## src/design/bmhq_ram.sv

```systemverilog
// generic ram, one write port and two registered read ports
`default_nettype none
module bmhq_ram #(
	parameter int WIDTH = 32,
	parameter int DEPTH = 128
) (
	input  wire logic                                     clk,
	input  wire logic                                     we,
	input  wire logic [((DEPTH > 1) ? $clog2(DEPTH) : 1)-1:0] waddr,
	input  wire logic [WIDTH-1:0]                         wdata,
	input  wire logic [((DEPTH > 1) ? $clog2(DEPTH) : 1)-1:0] raddr_a,
	output logic      [WIDTH-1:0]                         rdata_a,
	input  wire logic [((DEPTH > 1) ? $clog2(DEPTH) : 1)-1:0] raddr_b,
	output logic      [WIDTH-1:0]                         rdata_b
);

	logic [WIDTH-1:0] mem [DEPTH];

	always_ff @(posedge clk) begin
		if (we) begin
			mem[waddr] <= wdata;
		end
		rdata_a <= mem[raddr_a];
		rdata_b <= mem[raddr_b];
	end

endmodule
`default_nettype wire

```

## config.mk

```make
export PLATFORM = sky130hd
export DESIGN_NAME = bmhq_ram
export DESIGN_NICKNAME = d
export VERILOG_FILES = /design/src/design/bmhq_ram.sv
export SDC_FILE = /design/constraint.sdc
export NUM_CORES = 2
export LEC_CHECK = 0
export BUFFER_PORTS_ARGS = -buffer_cell sky130_fd_sc_hd__buf_2
export CAP_MARGIN = 15
export CORE_MARGIN = 10
export CORE_UTILIZATION = 55
export DETAILED_ROUTE_END_ITERATION = 8
export PLACE_DENSITY = 0.71
export RECOVER_POWER = 50
export SLEW_MARGIN = 20
export SYNTH_ARGS = -nofsm -noshare
export SYNTH_HDL_FRONTEND = slang
export SYNTH_SLANG_ARGS = --single-unit
```

## constraint.sdc

```tcl
create_clock -name clk -period 10.5 [get_ports clk]
set_input_delay 2.1 -clock clk [delete_from_list [all_inputs] [get_ports clk]]
set_output_delay 2.1 -clock clk [all_outputs]
set_load 0.02 [all_outputs]
```

==> flow_metrics.env <==
export IMPL_ys_ff_latch=4160
export IMPL_mean_syn_cell_area_um2=24.5
export IMPL_ratio_of_cells_with_drive_above_1_in_the_final_layout_pct=46.1
export IMPL_synth_distinct_cells=17
export IMPL_antenna_found_initial=65
export IMPL_chipWidth_um=606
export IMPL_timing_critical_path_arrival_ns=6.57
export IMPL_synth_seq_area_share_pct=65.8
export IMPL_hold_path_class="reg -> reg"
export IMPL_numCtsBuffers=423
export IMPL_layout_common_cells="sky130_fd_sc_hd__edfxtp_1, sky130_fd_sc_hd__mux4_2, sky130_fd_sc_hd__clkbuf_16"
export IMPL_rsz0062_at_grt="no"
export IMPL_final_report_max_slew_violation_count=3773
export IMPL_starting_density_pct=55.1
export IMPL_global_route_overflow_total=0
export IMPL_cts_setup_buffers=0
export IMPL_maxClockFrequency_ghz=0.156
export IMPL_critical_path_peak_fanout=84
export IMPL_cts_hold_fix_buffers=0
export IMPL_cpMostUsedCell="sky130_fd_sc_hd__clkbuf_1"
export IMPL_insertion_delay_ns=1.00
export IMPL_dominantRegCellSynth="sky130_fd_sc_hd__edfxtp_1"
export IMPL_placed_cell_area_um2=196000
export IMPL_max_cap_viol_count=53
export IMPL_fp_coreArea_um2=342000
export IMPL_postLayoutCellArea_um2=210000
export IMPL_critical_path_cell_chain="clkbuf_1 -> clkbuf_1"
export IMPL_synth_edf_count=4096
export IMPL_worst_setup_path_end_kind="register"
export IMPL_multi_input_comb_area_um2=62800
export IMPL_slew_headroom_pct=-250
export IMPL_fin_crit_sh_pct=60.9
export IMPL_nets=7951
export IMPL_drtAntennaViolNets=0
export IMPL_first_global_vias=100552
export IMPL_number_of_hold_violations_in_the_final_report=0
export IMPL_cellPowerDensity_nw_per_um2=175
export IMPL_fp_row_count=215
export IMPL_post_drt_wl_per_cell_um=45.3
export IMPL_grt_start_max_net_pins=133
export IMPL_clockRootBuffer="sky130_fd_sc_hd__clkbuf_16"
export IMPL_final_seq_area_um2=124000
export IMPL_layout_cells_most_common="sky130_fd_sc_hd__edfxtp_1"
export IMPL_maximum_count_of_clock_buffers_along_a_single_path=4
export IMPL_cts_tree="done"
export IMPL_critical_path_depth=2
export IMPL_dp_final_hpwl_um=314000
export IMPL_timing_final_setup_violations=0
export IMPL_tightest_slew_ns=5.24
export IMPL_critical_path_required_ns=10.68
export IMPL_fin_setup_tns_ns=0
export IMPL_post_route_min_period_ns=6.39
export IMPL_total_die_area_um2=367000
export IMPL_initialDrtViolationCount=16709
export IMPL_wire_length_of_the_first_global_routing_pass_um=811000
export IMPL_path_clk_slew_ns=0.06
export IMPL_route_vias_total=99271
export IMPL_area_growth_synth_to_final_pct=11.4
export IMPL_critPathBufInv=2
export IMPL_synth_cells=7701
export IMPL_routabilityCongestion=0.817
export IMPL_timing_critical_path_slowest_stage_cell="sky130_fd_sc_hd__clkbuf_1"
export IMPL_post_synth_instance_area_um2=189000
export IMPL_detail_route_first_pass_iterations=6
export IMPL_timing_setup_critical_path_class="in -> reg"
export IMPL_drt_drc=0
export IMPL_fin_worst_skew_ns=0.0515
export IMPL_cpPeakStageDelay_ns=2.90
export IMPL_failed_checks="max-capacitance violations, max-slew violations"
export IMPL_mean_number_of_vias_per_cell=7.67
export IMPL_reg2reg_depth=4
export IMPL_portbufs=118
export IMPL_status="finished with violations"
export IMPL_critPathTopFamily="buffers and inverters"
export IMPL_fillCellCount=22607
export IMPL_hold_path_depth=4
export IMPL_clock_sinks=4160
export IMPL_cts_htree_levels=5
export IMPL_synthesis_yosys_warnings=0
export IMPL_track_usage_pct=32.0
export IMPL_syn_nets=7756
export IMPL_ctsResizeCount=0
export IMPL_irDropWorstVdd_mv=0.193
export IMPL_die_h_um=606
export IMPL_timing_critical_path_from_type="input pin"
export IMPL_design_portCount=119
export IMPL_drt_wl_total_um=587000
export IMPL_synth_async_sr_flop_share_pct=0
export IMPL_leakage_nw=63.5
## power breakdown
| group | internal [mW] | switching [mW] |
|---|---|---|
| combinational | 1.26 | 1.63 |
| sequential | 18.4 | 0.183 |
| clock | 8.87 | 6.52 |
## area by class of cell
type | instances | share of cell area, %
repair buffers | 389 | 1.48
well taps | 4557 | 2.71
diodes | 146 | 0.174
multi-input cells | 2922 | 29.9
clock inverters | 256 | 1.32
clock buffers | 519 | 5.31
flip-flops and latches | 4160 | 59.1
## metal layers
layer  share of wire, %  global-route usage, %
met5              0.029                      0
met2                 47                   48.3
met3                 14                   10.0
met1                 33                   42.5
met4                6.0                   16.7
## metrics by stage
| stage | setup slack [ns] | power (mW) | instances | utilization, % | hold slack, ns |
|---|---|---|---|---|---|
| global route | 3.94 | 37.7 | 12928 | 61.4 | 1.18 |
| global placement | 4.29 | 21.7 | 12025 | 57.3 | 1.12 |
| finish | 4.11 | 36.9 | 12949 | 61.4 | 1.16 |
| CTS | 5.32 | 36.8 | 12800 | 61.4 | 1.15 |
| floorplan | 5.16 | 20.5 | 7701 | - | 1.09 |
| detailed placement | 4.27 | 21.7 | 12025 | 57.3 | 1.14 |
## flip-flops by register name (all words and copies together), names as in the netlist
signal / count
mem: 4096
rdata_a: 32
rdata_b: 32
## path summary, 6_finish.rpt
kind	startpoint	endpoint	slack, ns
setup / recovery	wdata[8]	mem[82][8]	4.11
hold / removal	mem[110][17]	rdata_b[17]	1.16
setup reg to reg	mem[87][31]	rdata_b[31]	7.89
hold reg to reg	mem[110][17]	rdata_b[17]	1.16
## logic make-up after synthesis
group / Yosys count / synth area share (%)
DFF: 4160 / 65.8
muxes: 2752 / 32.5
buffers and inverters: 619 / 1.34
and+or+nand+nor: 170 / 0.369
## Yosys cell counts (3+ instances only)
cell,number,share of area [%]
sky130_fd_sc_hd__buf_4,17,0.068
sky130_fd_sc_hd__nand3_1,12,0.032
sky130_fd_sc_hd__mux2_2,64,0.38
sky130_fd_sc_hd__nand4_1,3,0.0099
sky130_fd_sc_hd__nor2_1,122,0.24
sky130_fd_sc_hd__buf_1,132,0.26
sky130_fd_sc_hd__clkbuf_1,365,0.73
sky130_fd_sc_hd__nor2b_1,7,0.023
sky130_fd_sc_hd__edfxtp_1,4096,65
sky130_fd_sc_hd__buf_2,103,0.27
sky130_fd_sc_hd__nand2_1,14,0.028
sky130_fd_sc_hd__mux4_2,2688,32
sky130_fd_sc_hd__nor3_1,9,0.024
sky130_fd_sc_hd__dfxtp_1,64,0.68
Note: power is estimated with default switching activity, not from simulation.
